`src/design/ffa_pkg.sv`:
```
// Package for the first-fit free-list allocator: default sizes, status codes,
// and the command and status structs between controller and datapath. No dependencies.
package ffa_pkg;

    localparam int unsigned HEAP_WORDS_DEF = 4096;
    localparam int unsigned LIST_DEPTH_DEF = 64;
    localparam int unsigned MAX_REQ_DEF    = 15;

    // Result status codes.
    localparam logic [1:0] ST_DONE  = 2'd0;
    localparam logic [1:0] ST_NOFIT = 2'd1;
    localparam logic [1:0] ST_FULL  = 2'd2;

    // Extent memory read address selection.
    localparam logic [1:0] RD_IDX  = 2'd0;
    localparam logic [1:0] RD_NEXT = 2'd1;
    localparam logic [1:0] RD_PREV = 2'd2;

    // Extent memory write data selection.
    localparam logic [1:0] WR_SHRINK = 2'd0;
    localparam logic [1:0] WR_COPY   = 2'd1;
    localparam logic [1:0] WR_NEW    = 2'd2;
    localparam logic [1:0] WR_INIT   = 2'd3;

    typedef struct packed {
        logic       load;
        logic       rd_en;
        logic [1:0] rd_sel;
        logic       wr_en;
        logic [1:0] wr_sel;
        logic       idx_inc;
        logic       idx_dec;
        logic       idx_to_total;
        logic       total_inc;
        logic       total_dec;
        logic       take_base;
        logic       set_status;
        logic [1:0] status_code;
        logic       res_load;
        logic       occ_wr;
        logic       occ_bit;
    } cmd_t;

    typedef struct packed {
        logic op_free;
        logic size_bad;
        logic free_empty;
        logic list_full;
        logic idx_lt_total;
        logic idx_p1_lt_total;
        logic idx_zero;
        logic fit_ge;
        logic fit_eq;
        logic out_busy;
        logic mark_last;
        logic clear_last;
    } stat_t;

endpackage

```
`src/design/ffa_ctrl.sv`:
```
// Controller state machine of the allocator: sequences scan, map marking, delete and push.
// Depends on ffa_pkg for the command and status structs and codes.
module ffa_ctrl (
    input  logic          clk,
    input  logic          rst_n,
    input  logic          in_valid,
    output logic          in_ready,
    input  ffa_pkg::stat_t st,
    output ffa_pkg::cmd_t  cmd
);

    localparam logic [3:0] S_INIT     = 4'd0;
    localparam logic [3:0] S_IDLE     = 4'd1;
    localparam logic [3:0] S_DECODE   = 4'd2;
    localparam logic [3:0] S_SCAN_RD  = 4'd3;
    localparam logic [3:0] S_SCAN_CHK = 4'd4;
    localparam logic [3:0] S_DEL_RD   = 4'd5;
    localparam logic [3:0] S_DEL_WR   = 4'd6;
    localparam logic [3:0] S_PUSH_RD  = 4'd7;
    localparam logic [3:0] S_PUSH_WR  = 4'd8;
    localparam logic [3:0] S_RESULT   = 4'd9;
    localparam logic [3:0] S_MARK     = 4'd10;

    logic [3:0] state_reg;
    logic [3:0] state_next;

    always_ff @(posedge clk or negedge rst_n)
    begin
        if (!rst_n)
        begin
            state_reg <= S_INIT;
        end
        else
        begin
            state_reg <= state_next;
        end
    end

    always_comb
    begin
        cmd        = '0;
        state_next = state_reg;
        in_ready   = 1'b0;
        case (state_reg)
            S_INIT:
            begin
                // Clear the occupancy map one word a cycle. The last cycle also
                // makes entry 0 the extent that spans the whole heap.
                cmd.occ_wr  = 1'b1;
                cmd.occ_bit = 1'b0;
                if (st.clear_last)
                begin
                    cmd.wr_en  = 1'b1;
                    cmd.wr_sel = ffa_pkg::WR_INIT;
                    state_next = S_IDLE;
                end
            end
            S_IDLE:
            begin
                in_ready = 1'b1;
                if (in_valid)
                begin
                    cmd.load   = 1'b1;
                    state_next = S_DECODE;
                end
            end
            S_DECODE:
            begin
                if (!st.op_free)
                begin
                    if (st.size_bad)
                    begin
                        cmd.set_status  = 1'b1;
                        cmd.status_code = ffa_pkg::ST_NOFIT;
                        state_next      = S_RESULT;
                    end
                    else
                    begin
                        state_next = S_SCAN_RD;
                    end
                end
                else if (st.free_empty)
                begin
                    cmd.set_status  = 1'b1;
                    cmd.status_code = ffa_pkg::ST_DONE;
                    state_next      = S_RESULT;
                end
                else if (st.list_full)
                begin
                    cmd.set_status  = 1'b1;
                    cmd.status_code = ffa_pkg::ST_FULL;
                    state_next      = S_RESULT;
                end
                else
                begin
                    cmd.idx_to_total = 1'b1;
                    state_next       = S_MARK;
                end
            end
            S_SCAN_RD:
            begin
                if (st.idx_lt_total)
                begin
                    cmd.rd_en  = 1'b1;
                    cmd.rd_sel = ffa_pkg::RD_IDX;
                    state_next = S_SCAN_CHK;
                end
                else
                begin
                    cmd.set_status  = 1'b1;
                    cmd.status_code = ffa_pkg::ST_NOFIT;
                    state_next      = S_RESULT;
                end
            end
            S_SCAN_CHK:
            begin
                if (st.fit_ge)
                begin
                    cmd.take_base   = 1'b1;
                    cmd.set_status  = 1'b1;
                    cmd.status_code = ffa_pkg::ST_DONE;
                    state_next      = S_MARK;
                    if (!st.fit_eq)
                    begin
                        cmd.wr_en  = 1'b1;
                        cmd.wr_sel = ffa_pkg::WR_SHRINK;
                    end
                end
                else
                begin
                    cmd.idx_inc = 1'b1;
                    state_next  = S_SCAN_RD;
                end
            end
            S_MARK:
            begin
                // One map word per cycle: set for an allocate, cleared for a free.
                cmd.occ_wr  = 1'b1;
                cmd.occ_bit = !st.op_free;
                if (st.mark_last)
                begin
                    if (st.op_free)
                    begin
                        state_next = S_PUSH_RD;
                    end
                    else if (st.fit_eq)
                    begin
                        state_next = S_DEL_RD;
                    end
                    else
                    begin
                        state_next = S_RESULT;
                    end
                end
            end
            S_DEL_RD:
            begin
                if (st.idx_p1_lt_total)
                begin
                    cmd.rd_en  = 1'b1;
                    cmd.rd_sel = ffa_pkg::RD_NEXT;
                    state_next = S_DEL_WR;
                end
                else
                begin
                    cmd.total_dec = 1'b1;
                    state_next    = S_RESULT;
                end
            end
            S_DEL_WR:
            begin
                cmd.wr_en   = 1'b1;
                cmd.wr_sel  = ffa_pkg::WR_COPY;
                cmd.idx_inc = 1'b1;
                state_next  = S_DEL_RD;
            end
            S_PUSH_RD:
            begin
                if (st.idx_zero)
                begin
                    cmd.wr_en       = 1'b1;
                    cmd.wr_sel      = ffa_pkg::WR_NEW;
                    cmd.total_inc   = 1'b1;
                    cmd.set_status  = 1'b1;
                    cmd.status_code = ffa_pkg::ST_DONE;
                    state_next      = S_RESULT;
                end
                else
                begin
                    cmd.rd_en  = 1'b1;
                    cmd.rd_sel = ffa_pkg::RD_PREV;
                    state_next = S_PUSH_WR;
                end
            end
            S_PUSH_WR:
            begin
                cmd.wr_en   = 1'b1;
                cmd.wr_sel  = ffa_pkg::WR_COPY;
                cmd.idx_dec = 1'b1;
                state_next  = S_PUSH_RD;
            end
            S_RESULT:
            begin
                if (!st.out_busy)
                begin
                    cmd.res_load = 1'b1;
                    state_next   = S_IDLE;
                end
            end
            default:
            begin
                state_next = S_INIT;
            end
        endcase
    end

`ifndef SYNTHESIS
    a_accept_only_idle: assert property (@(posedge clk) disable iff (!rst_n)
        in_ready |-> (state_reg == S_IDLE))
        else $error("input taken outside idle");
    a_decode_after_load: assert property (@(posedge clk) disable iff (!rst_n)
        cmd.load |=> (state_reg == S_DECODE))
        else $error("load not followed by decode");
    a_result_one_hot_cmd: assert property (@(posedge clk) disable iff (!rst_n)
        cmd.res_load |-> !(cmd.wr_en || cmd.rd_en || cmd.load))
        else $error("result load overlaps list access");
`endif

endmodule

```
`src/design/ffa_datapath.sv`:
```
// Datapath of the allocator: extent memory, occupancy map, list count, index,
// request and output registers. Depends on ffa_pkg for the command and status structs.
module ffa_datapath #(
    parameter int unsigned HEAP_WORDS = ffa_pkg::HEAP_WORDS_DEF,
    parameter int unsigned LIST_DEPTH = ffa_pkg::LIST_DEPTH_DEF,
    parameter int unsigned MAX_REQ    = ffa_pkg::MAX_REQ_DEF,
    localparam int unsigned AW = $clog2(HEAP_WORDS),
    localparam int unsigned LW = $clog2(HEAP_WORDS + 1),
    localparam int unsigned SW = $clog2(MAX_REQ + 1),
    localparam int unsigned CW = $clog2(LIST_DEPTH + 1)
) (
    input  logic          clk,
    input  logic          rst_n,
    input  ffa_pkg::cmd_t  cmd,
    output ffa_pkg::stat_t st,
    input  logic          action,
    input  logic [AW-1:0] block_addr,
    input  logic [SW-1:0] req_size,
    output logic          out_valid,
    input  logic          out_ready,
    output logic [1:0]    status,
    output logic [AW-1:0] granted_addr,
    output logic [CW-1:0] extent_count
);

    localparam int unsigned IW = $clog2(LIST_DEPTH);
    localparam int unsigned XW = (LW > SW) ? LW : SW;
    localparam int unsigned EW = AW + LW;

    logic [EW-1:0] ext_mem [LIST_DEPTH];
    logic [EW-1:0] rd_q_reg;
    logic [EW-1:0] wr_data;
    logic [IW-1:0] rd_addr;

    logic          occ_mem [HEAP_WORDS];
    logic [AW-1:0] occ_ptr_reg;
    logic [LW-1:0] mark_cnt_reg;

    logic [CW-1:0] total_reg;
    logic [CW-1:0] idx_reg;
    logic          op_reg;
    logic [AW-1:0] addr_reg;
    logic [SW-1:0] size_reg;
    logic          empty_reg;
    logic [AW-1:0] base_reg;
    logic [1:0]    stat_reg;

    logic          out_valid_reg;
    logic [1:0]    status_reg;
    logic [AW-1:0] granted_reg;
    logic [CW-1:0] count_reg;

    logic [AW-1:0] q_start;
    logic [LW-1:0] q_len;
    logic [XW-1:0] q_len_x;
    logic [XW-1:0] size_x;
    logic [XW-1:0] room_x;
    logic [XW-1:0] req_x;
    logic          addr_out;
    logic [SW-1:0] clip_size;

    assign q_start = rd_q_reg[EW-1:LW];
    assign q_len   = rd_q_reg[LW-1:0];
    assign q_len_x = XW'(q_len);
    assign size_x  = XW'(size_reg);

    // Clip a free at the heap end.
    assign addr_out = (LW'(block_addr) >= LW'(HEAP_WORDS));
    assign room_x   = XW'(LW'(HEAP_WORDS) - LW'(block_addr));
    assign req_x    = XW'(req_size);

    always_comb
    begin
        if (action && (req_x > room_x))
        begin
            clip_size = SW'(room_x);
        end
        else
        begin
            clip_size = req_size;
        end
    end

    always_comb
    begin
        case (cmd.rd_sel)
            ffa_pkg::RD_NEXT: rd_addr = IW'(idx_reg + CW'(1));
            ffa_pkg::RD_PREV: rd_addr = IW'(idx_reg - CW'(1));
            default:          rd_addr = idx_reg[IW-1:0];
        endcase
    end

    always_comb
    begin
        case (cmd.wr_sel)
            ffa_pkg::WR_SHRINK: wr_data = {AW'(q_start + AW'(size_reg)),
                                           LW'(q_len - LW'(size_reg))};
            ffa_pkg::WR_COPY:   wr_data = rd_q_reg;
            ffa_pkg::WR_NEW:    wr_data = {addr_reg, LW'(size_reg)};
            default:            wr_data = {AW'(0), LW'(HEAP_WORDS)};
        endcase
    end

    always_ff @(posedge clk)
    begin
        if (cmd.wr_en)
        begin
            ext_mem[idx_reg[IW-1:0]] <= wr_data;
        end
        if (cmd.rd_en)
        begin
            rd_q_reg <= ext_mem[rd_addr];
        end
        if (cmd.occ_wr)
        begin
            occ_mem[occ_ptr_reg] <= cmd.occ_bit;
        end
    end

    always_ff @(posedge clk or negedge rst_n)
    begin
        if (!rst_n)
        begin
            total_reg     <= CW'(1);
            idx_reg       <= '0;
            out_valid_reg <= 1'b0;
            occ_ptr_reg   <= '0;
            mark_cnt_reg  <= '0;
        end
        else
        begin
            if (cmd.total_inc)
            begin
                total_reg <= total_reg + CW'(1);
            end
            else if (cmd.total_dec)
            begin
                total_reg <= total_reg - CW'(1);
            end
            if (cmd.load)
            begin
                idx_reg <= '0;
            end
            else if (cmd.idx_to_total)
            begin
                idx_reg <= total_reg;
            end
            else if (cmd.idx_inc)
            begin
                idx_reg <= idx_reg + CW'(1);
            end
            else if (cmd.idx_dec)
            begin
                idx_reg <= idx_reg - CW'(1);
            end
            // The map pointer starts at the free address or the granted base.
            if (cmd.load)
            begin
                occ_ptr_reg  <= block_addr;
                mark_cnt_reg <= '0;
            end
            else if (cmd.take_base)
            begin
                occ_ptr_reg <= q_start;
            end
            else if (cmd.occ_wr)
            begin
                occ_ptr_reg  <= occ_ptr_reg + AW'(1);
                mark_cnt_reg <= mark_cnt_reg + LW'(1);
            end
            if (cmd.res_load)
            begin
                out_valid_reg <= 1'b1;
            end
            else if (out_ready)
            begin
                out_valid_reg <= 1'b0;
            end
        end
    end

    always_ff @(posedge clk)
    begin
        if (cmd.load)
        begin
            op_reg    <= action;
            addr_reg  <= block_addr;
            size_reg  <= clip_size;
            empty_reg <= addr_out || (clip_size == '0);
            base_reg  <= '0;
        end
        else if (cmd.take_base)
        begin
            base_reg <= q_start;
        end
        if (cmd.set_status)
        begin
            stat_reg <= cmd.status_code;
        end
        if (cmd.res_load)
        begin
            status_reg  <= stat_reg;
            granted_reg <= base_reg;
            count_reg   <= total_reg;
        end
    end

    always_comb
    begin
        st.op_free         = op_reg;
        st.size_bad        = (size_reg == '0) || (size_x > XW'(MAX_REQ));
        st.free_empty      = empty_reg;
        st.list_full       = (total_reg >= CW'(LIST_DEPTH));
        st.idx_lt_total    = (idx_reg < total_reg);
        st.idx_p1_lt_total = ((idx_reg + CW'(1)) < total_reg);
        st.idx_zero        = (idx_reg == '0);
        st.fit_ge          = (q_len_x >= size_x);
        st.fit_eq          = (q_len_x == size_x);
        st.out_busy        = out_valid_reg && !out_ready;
        st.mark_last       = ((mark_cnt_reg + LW'(1)) == LW'(size_reg));
        st.clear_last      = (mark_cnt_reg == LW'(HEAP_WORDS - 1));
    end

    assign out_valid    = out_valid_reg;
    assign status       = status_reg;
    assign granted_addr = granted_reg;
    assign extent_count = count_reg;

`ifndef SYNTHESIS
    a_total_bound: assert property (@(posedge clk) disable iff (!rst_n)
        total_reg <= CW'(LIST_DEPTH))
        else $error("extent count above list depth");
    a_full_count: assert property (@(posedge clk) disable iff (!rst_n)
        (out_valid && (status == ffa_pkg::ST_FULL)) |-> (extent_count == CW'(LIST_DEPTH)))
        else $error("full status with room in list");
    a_nofit_addr: assert property (@(posedge clk) disable iff (!rst_n)
        (out_valid && (status == ffa_pkg::ST_NOFIT)) |-> (granted_addr == '0))
        else $error("address granted on no-fit");
    a_occ_write: assert property (@(posedge clk) disable iff (!rst_n)
        cmd.occ_wr |=> (occ_mem[$past(occ_ptr_reg)] == $past(cmd.occ_bit)))
        else $error("occupancy map word not written");
`endif

endmodule

```
`src/design/first_fit_free_list_allocator_unit.sv`:
```
// Top level of the first-fit free-list allocator.
// Depends on ffa_pkg, ffa_ctrl and ffa_datapath.
//
//  Channel | Direction | Handshake           | Payload
//  --------+-----------+---------------------+------------------------------------
//  input   | in        | in_valid / in_ready | action, block_addr, req_size
//  output  | out       | out_valid/out_ready | status, granted_addr, extent_count
//
// Every request yields exactly one result transfer. After reset the block
// clears the occupancy map one word a cycle and writes the first extent
// with the last map word; no transfer is accepted before that.
// The extent memory has one read and one write port. An allocate reads and
// checks each extent in turn up to the first fit, marks one map word per
// cycle, and on an exact fit closes the gap by copying each later extent
// down one place. A free clears one map word per cycle and pushes at the
// head, moving every extent up one place. A rejected request goes from
// decode straight to the result. The result sits in an output register, so
// a new request is taken while an earlier result waits; the block stalls
// only when a new result is ready and the old one is not yet taken.
module first_fit_free_list_allocator_unit #(
    parameter int unsigned HEAP_WORDS = ffa_pkg::HEAP_WORDS_DEF,
    parameter int unsigned LIST_DEPTH = ffa_pkg::LIST_DEPTH_DEF,
    parameter int unsigned MAX_REQ    = ffa_pkg::MAX_REQ_DEF,
    localparam int unsigned AW = $clog2(HEAP_WORDS),
    localparam int unsigned SW = $clog2(MAX_REQ + 1),
    localparam int unsigned CW = $clog2(LIST_DEPTH + 1)
) (
    input  logic          clk,
    input  logic          rst_n,
    input  logic          in_valid,
    output logic          in_ready,
    input  logic          action,
    input  logic [AW-1:0] block_addr,
    input  logic [SW-1:0] req_size,
    output logic          out_valid,
    input  logic          out_ready,
    output logic [1:0]    status,
    output logic [AW-1:0] granted_addr,
    output logic [CW-1:0] extent_count
);

    ffa_pkg::cmd_t  cmd;
    ffa_pkg::stat_t st;

    // The controller sequences each request; the datapath holds the list and the map.
    ffa_ctrl u_ctrl (
        .clk      (clk),
        .rst_n    (rst_n),
        .in_valid (in_valid),
        .in_ready (in_ready),
        .st       (st),
        .cmd      (cmd)
    );

    ffa_datapath #(
        .HEAP_WORDS (HEAP_WORDS),
        .LIST_DEPTH (LIST_DEPTH),
        .MAX_REQ    (MAX_REQ)
    ) u_datapath (
        .clk          (clk),
        .rst_n        (rst_n),
        .cmd          (cmd),
        .st           (st),
        .action       (action),
        .block_addr   (block_addr),
        .req_size     (req_size),
        .out_valid    (out_valid),
        .out_ready    (out_ready),
        .status       (status),
        .granted_addr (granted_addr),
        .extent_count (extent_count)
    );

endmodule

```
`config.mk`:
```
export PLATFORM = sky130hd
export DESIGN_NAME = first_fit_free_list_allocator_unit
export DESIGN_NICKNAME = d
export VERILOG_FILES = /design/src/design/ffa_pkg.sv /design/src/design/ffa_ctrl.sv /design/src/design/ffa_datapath.sv /design/src/design/first_fit_free_list_allocator_unit.sv
export SDC_FILE = /design/constraint.sdc
export NUM_CORES = 2
export LEC_CHECK = 0
export ABC_AREA = 0
export BUFFER_PORTS_ARGS = -buffer_cell sky130_fd_sc_hd__buf_4
export CAP_MARGIN = 20
export CELL_PAD_IN_SITES_DETAIL_PLACEMENT = 0
export CELL_PAD_IN_SITES_GLOBAL_PLACEMENT = 1
export CORE_MARGIN = 8
export CORE_UTILIZATION = 40
export CTS_CLUSTER_DIAMETER = 60
export DETAILED_ROUTE_END_ITERATION = 10
export MAX_ROUTING_LAYER = met4
export PLACE_DENSITY = 0.65
export RECOVER_POWER = 50
export SETUP_SLACK_MARGIN = 0.05
export SYNTH_ARGS = -nofsm -noshare
export SYNTH_HDL_FRONTEND = slang
export SYNTH_SLANG_ARGS = --single-unit
export TNS_END_PERCENT = 30
```
`constraint.sdc`:
```
create_clock -name clk -period 6.3 [get_ports clk]
set_input_delay 0.315 -clock clk [delete_from_list [all_inputs] [get_ports clk]]
set_output_delay 0.315 -clock clk [all_outputs]
set_load 0.03 [all_outputs]
```
# After elaboration in Yosys (flattened, before gate mapping)
# Memories as Yosys holds them, arrays and structs flattened. A register that Yosys moved wholly into a read port is not among the register bits.
# Cells that the tools add are included.
# totals
register_bits,85
latchBits,0
ramBits,1600
mem_bits_ro,0
in_bits,21
out_inout_bits,23
word_cells,134
n_memories,1
# classes
n_addsub,8
mul,0
n_div,0
n_lt_le_gt_ge,6
n_eq_ne,22
n_shift,0
muxes,66
bitwise,0
reduce_logical,17
# mem_list
name,depth,word_bits,read_ports,rd_ports_with_merged_regs,wr,line,text
u_datapath.ext_mem,64,25,1,1,1,ffa_datapath.sv:30,logic [EW-1:0] ext_mem [LIST_DEPTH];
# op_table
operator,n
25-bit case mux with 3 select lines,1
4-bit 2-to-1 mux,13
4-bit case mux with 11 select lines,1
7-bit 2-to-1 mux,6
13-bit 2-to-1 mux,3
3-bit 2-to-1 mux,13
13-bit by 4-bit == test with 1-bit output,2
3-bit case mux with 4 select lines,2
1-bit 2-to-1 mux,21
"4-bit by 3-bit == test with 1-bit output, second input constant",4
"7-bit by 1-bit adder with 7-bit output, second input constant",2
7-bit < comparator,2
"7-bit by 1-bit subtractor with 7-bit output, second input constant",2
"13-bit by 1-bit adder with 13-bit output, second input constant",1
"13-bit by 12-bit == test with 1-bit output, second input constant",1
13-bit by 4-bit greater-or-equal comparator with 1-bit output,1
4-bit by 13-bit > comparator with 1-bit output,1
"13-bit by 12-bit subtractor with 13-bit output, first input constant",1
13-bit by 4-bit subtractor with 13-bit output,1
12-bit by 4-bit adder with 12-bit output,1
"4-bit == test, second input constant",3
4-bit logical NOT,3
6-bit case mux with 2 select lines,1
3-bit case mux with 3 select lines,1
21 further kinds,32

# Depth between registers and ports, before layout
# depth
word_depth,7
mapped_depth,25
depth_no_buf,19

# Cells and area by module
# Synthesis repeated with hierarchy kept, for this count alone.
# hier_totals
cells_unflattened,3872
area_unflattened_um2,68624.6
# by_module_without_submodules
mod,n_inst,cells_each,area_each_um2,seq_area_each_um2
ffa_datapath,1,3764,67892.6,50970.1
ffa_ctrl,1,108,732.0,100.1

# Worst setup path before layout
# No wires, ideal clock.
# synth_timing
kind,flip-flop to flip-flop
startpoint,reg u_datapath.size_reg[0]
endpoint,"mem u_datapath.ext_mem[0][23] (netlist name), data pin"
setup_ps,702
t_arrival_ps,4396
t_required_ps,5598
slack_ps,1203
path_stages_with_launch,10
n_path_buf,0
synth_period_minus_slack_ps,5097
path_cell_list,edfxtp_1 -> ha_1 -> fa_1 -> a21o_1 -> a21oi_1 -> nor2_1 -> and3_1 -> nand4_1 -> xor2_1 -> o21ai_0
# synth_via
elab_chain_len,5
elab_cells_between_ends,8
cone_classes,1 x add/sub; 1 x order compare; 2 x eq/ne; 3 x mux; 1 x reduce/logical
# synth_lines
item,line,text
"start, declared",ffa_datapath.sv:43,logic [SW-1:0] size_reg;
"start signal, assigned",ffa_datapath.sv:188,size_reg <= clip_size;
13-bit by 4-bit greater-or-equal comparator with 1-bit output,ffa_datapath.sv:217,st.fit_ge = (q_len_x >= size_x);
3-bit 2-to-1 mux,ffa_ctrl.sv:117,if (st.fit_ge)
3-bit case mux with 4 select lines,ffa_ctrl.sv:44,case (state_reg)
2-bit == test (tied with other cells),ffa_datapath.sv:95,case (cmd.wr_sel)
25-bit case mux with 3 select lines *,ffa_datapath.sv:95,
via u_datapath.wr_data[23],ffa_datapath.sv:32,logic [EW-1:0] wr_data;
"end, declared",ffa_datapath.sv:30,
# The timed path passes the listed nets; every way through them passes the cells marked *.

# Final worst setup path
# layout_timing
startpoint,reg u_datapath.idx_reg[0]
endpoint,"reg u_datapath.rd_q_reg[18], read port of u_datapath.ext_mem, data pin"
# layout_via
elab_chain_len,6
elab_cells_between_ends,12
cone_classes,2 x add/sub; 2 x order compare; 2 x eq/ne; 5 x mux; 1 x reduce/logical
# layout_lines
item,line,text
"start, declared",ffa_datapath.sv:40,logic [CW-1:0] idx_reg;
"start signal, assigned",ffa_datapath.sv:146,idx_reg <= total_reg;
"start signal, assigned",ffa_datapath.sv:150,idx_reg <= idx_reg + CW'(1);
"start signal, assigned",ffa_datapath.sv:154,idx_reg <= idx_reg - CW'(1);
7-bit by 1-bit adder with 7-bit output,ffa_datapath.sv:87,ffa_pkg::RD_NEXT: rd_addr = IW'(idx_reg + CW'(1));
7-bit < comparator,ffa_datapath.sv:215,st.idx_p1_lt_total = ((idx_reg + CW'(1)) < total_reg);
3-bit 2-to-1 mux,ffa_ctrl.sv:158,if (st.idx_p1_lt_total)
3-bit case mux with 3 select lines,ffa_ctrl.sv:44,
2-bit == test or 2-bit by 1-bit == test with 1-bit output (tied branches),ffa_datapath.sv:86,case (cmd.rd_sel)
6-bit case mux with 2 select lines,ffa_datapath.sv:86,
"end, declared",ffa_datapath.sv:31,logic [EW-1:0] rd_q_reg;
# Several ways; a longest one is shown, not always the timed one.
# A chain may end at the register's enable or synchronous reset.

==> flow_summary.json <==
{
  "drv_cap": 23,
  "maxSlewHeadroom_pct": -141.4,
  "cp.required_ns": 6.88,
  "largest_reg_flops": 1600,
  "final_cell_count_no_fill": 6184,
  "drt_iter0_drc": 3882,
  "yosys_warnings": 0,
  "yosys.area_share.simple_pct": 5.034,
  "clock_latency_ns": 0.81,
  "drcViolationCount": 0,
  "num_rows": 151,
  "cp_slowest_cell": "nand4_1",
  "io_pins": 44,
  "synth_area_sq_um": 68260,
  "fin_crit_sh_pct": 94.24,
  "seqCellArea_sq_um": 51070,
  "drt-wirelength-per-cell_um": 29.67,
  "portBuffers": 43,
  "antenna_left": 0,
  "synth_adder_area_share_pct": 0.7296,
  "dpl.cell_count": 5818,
  "critical_path_arrival_ns": 6.52,
  "cts_buffers": 179,
  "cts_sinks": 1710,
  "setup_viol": 0,
  "final_nets": 3879,
  "syn_avg_cell_area_sq_um": 19.29,
  "p_leak_nw": 24.02,
  "violations": "max-capacitance violations, max-slew violations",
  "grt_use_met1_pct": 27.16,
  "core_sq_um": 169500,
  "grt_pass1_vias": 35430,
  "die-area_sq_um": 184100,
  "critical_path_buf_inv_count": 5,
  "place_area_sq_um": 72760,
  "path_clk_slew_ns": 0.06,
  "start_kind": "flop",
  "multi_input_area_sq_um": 16310,
  "area_delta_synth_final_pct": 14.73,
  "grt_pass1_wl_um": 261600,
  "die_w_um": 429.1,
  "total_power_mw": 22.34,
  "synth.distinct_cells": 76,
  "crit_family": "simple AND/OR/NAND/NOR gates",
  "synth_fp_nets": 3598,
  "hold_ws_ns": 0.09654,
  "globalRouteOverflowTotal": 0,
  "gp_congestion": 0.8200,
  "die_height_um": 429.1,
  "synth_compound_area_share_pct": 2.893,
  "netlist_instances": 3539,
  "fill_cells": 14170,
  "grtUsageTotal_pct": 20.05,
  "cp_max_fo": 41,
  "hp-class": "primary input to flop",
  "synthMuxAreaShare_pct": 14.09,
  "synth-edff-count": 1666,
  "clock_path_buffers": 3,
  "start_util_pct": 40.28,
  "status": "finished with violations",
  "maxSlewViolCount": 836,
  "drive_gt1_share_pct": 24.69,
  "finish.instance_area_sq_um": 78310,
  "grt_use_met3_pct": 3.526,
  "ys_ff_latch": 1710,
  "final_hold_viol_count": 0,
  "finalClockSkew_ns": 0.02310,
  "cts_max_level": 4,
  "synthFlopType": "edfxtp_1",
  "finalCriticalPeriod_ns": 5.937,
  "post-dp-hpwl_um": 108000,
  "rsz0062_at_grt": "no",
  "routed_via_density": 5.731,
  "peakVddDrop_mv": 0.2815,
  "cpPeakStageDelay_ns": 0.51,
  "first_pass_iters": 5,
  "gr-max-usage-layer": "met2",
  "postSynth.asyncResetShare_pct": 1.871,
  "via_count": 35440,
  "cts_tree": "built",
  "worstPathCellList": "inv_1 > ha_1 > ha_1 > a21boi_0 > o21ai_0 > a21oi_1 > a211oi_1 > o21ai_0 > or3_1 > inv_1 > ha_2 > buf_4 > o32ai_1 > o21ai_4 > buf_12 > nand2_1 > nor2_2 > buf_4 > nand3_1 > nand4_1 > nor3_1",
  "p_per_area_nw_per_um2": 285.3,
  "critPathCaptureType": "flop",
  "worst_pin_slew_ns": 3.622,
  "wl_um": 183500,
  "crit_type": "flop to flop",
  "synth_top_family_by_area": "multiplexers",
  "use_met2_pct": 31.93,
  "seq_area_frac_synth_pct": 74.82,
  "utilization_pct": 46.21,
  "grt_max_degree": 75,
  "antenna_found_initial": 6,
  "cts_root_buffer": "clkbuf_16",
  "fmax_mhz": 168.4,
  "synth_xor_area_share_pct": 0.6416
}
## metal layers
metal	wire length, um	vias to the layer above
met5	0	-
met4	4014	0
met3	14110	239
met2	88630	1403
met1	76750	18830
li1	-	14970
## final timing paths
path / start / to / slack (ns) / depth (start not counted)
worst max-delay path: u_datapath.idx_reg[0]$_DFFE_PN0P_ / u_datapath.rd_q_reg[18]$_DFFE_PP_ / 0.36 / 21
worst min-delay path: in_valid / u_ctrl.state_reg[2]$_DFFE_PN0P_ / 0.1 / 4
worst max register to register: u_datapath.idx_reg[0]$_DFFE_PN0P_ / u_datapath.rd_q_reg[18]$_DFFE_PP_ / 0.36 / 21
worst min register to register: u_datapath.stat_reg[0]$_DFFE_PP_ / u_datapath.status[0]$_DFFE_PP_ / 0.42 / 0
max in group asynchronous: rst_n / u_datapath.idx_reg[0]$_DFFE_PN0P_ / 3.67 / 4
min in group asynchronous: rst_n / u_ctrl.state_reg[0]$_DFFE_PN0P_ / 0.71 / 3
## placed cells by master, fill, tap and decap left out, types with 10 or more instances in the layout
cell / instances
nand2_1: 321
xor2_1: 19
nor2b_1: 15
mux4_2: 386
nor3_1: 46
nand2b_1: 13
edfxtp_1: 1666
dlygate4sd3_1: 20
a31oi_1: 31
a22oi_1: 10
buf_12: 29
and2_1: 35
ha_1: 34
o22ai_1: 13
nor2_4: 13
clkbuf_1: 87
mux2i_1: 63
a311oi_1: 13
a21oi_1: 57
a211oi_1: 55
and3_1: 23
mux2_2: 25
dfxtp_1: 12
buf_4: 163
inv_6: 15
clkbuf_16: 182
inv_1: 31
dfrtp_1: 31
nand4_1: 24
clkinv_2: 37
xnor2_1: 31
nor2_1: 81
clkinv_1: 35
clkbuf_2: 19
o21ai_0: 28
nand3_1: 90
nor2_2: 47
## metrics by stage
step | setup slack (ns) | TNS [ns]
after floorplan | 1.203 | 0
after global placement | -0.4390 | -0.7430
after detailed placement | 0.06941 | 0
after CTS | 0.07377 | 0
after global routing | 0.03785 | 0
final | 0.3626 | 0
## Yosys cell counts (36+ instances only)
cell / n / share of area [%]
a211oi_1: 55 / 0.60
mux2i_1: 63 / 0.92
nand2_1: 321 / 1.8
nor3_1: 48 / 0.35
edfxtp_1: 1666 / 73
nor2_1: 141 / 0.78
buf_2: 77 / 0.56
a21oi_1: 60 / 0.44
clkbuf_1: 53 / 0.29
mux4_2: 386 / 13
nand3_1: 91 / 0.67
and2_1: 36 / 0.33
## worst register-to-register path: stages, from the launching register on
cell and delay, ns:
dfrtp_1 0.42, inv_1 0.14, ha_1 0.38, ha_1 0.29
a21boi_0 0.13, o21ai_0 0.18, a21oi_1 0.09, a211oi_1 0.23
o21ai_0 0.19, or3_1 0.49, inv_1 0.09, ha_2 0.29
buf_4 0.20, o32ai_1 0.45, o21ai_4 0.18, buf_12 0.26
nand2_1 0.18, nor2_2 0.10, buf_4 0.24, nand3_1 0.19
nand4_1 0.51, nor3_1 0.51
## logic make-up (layout without fill, tap and decap cells)
kind of cell | count (synthesis) | after routing
buf+inv | 227 | 653
compound gates | 290 | 290
other cells | 0 | 1
xor+xnor | 50 | 50
fa+ha+maj | 38 | 38
flops | 1710 | 1710
simple gates | 749 | 749
mux | 475 | 475
## timing repair
item                                    4_1_cts  5_1_grt
endpoints found under the setup margin        0       16
endpoints found under the hold margin        52        0
hold buffers                                 21        0
resized for setup                             0       16
setup buffers                                 0        8
## final cells by class
type	count	area share, %
clock buffers	214	5.928
repair buffers	296	3.216
flip-flops and latches	1710	65.22
clock inverters	112	1.115
well taps	2218	3.544
diodes	1	0.003196
multi-input cells	1602	20.83
inverters	31	0.1486
## report_power, final
group                 switching (mW)  total (mW)  internal [mW]
combinational                 0.0233      0.0420         0.0187
clock                           4.40        10.0           5.61
sequential     0.0000000000000000119        12.3           12.3
total                           4.42        22.3           17.9
Power figures use the tool's default switching activity.
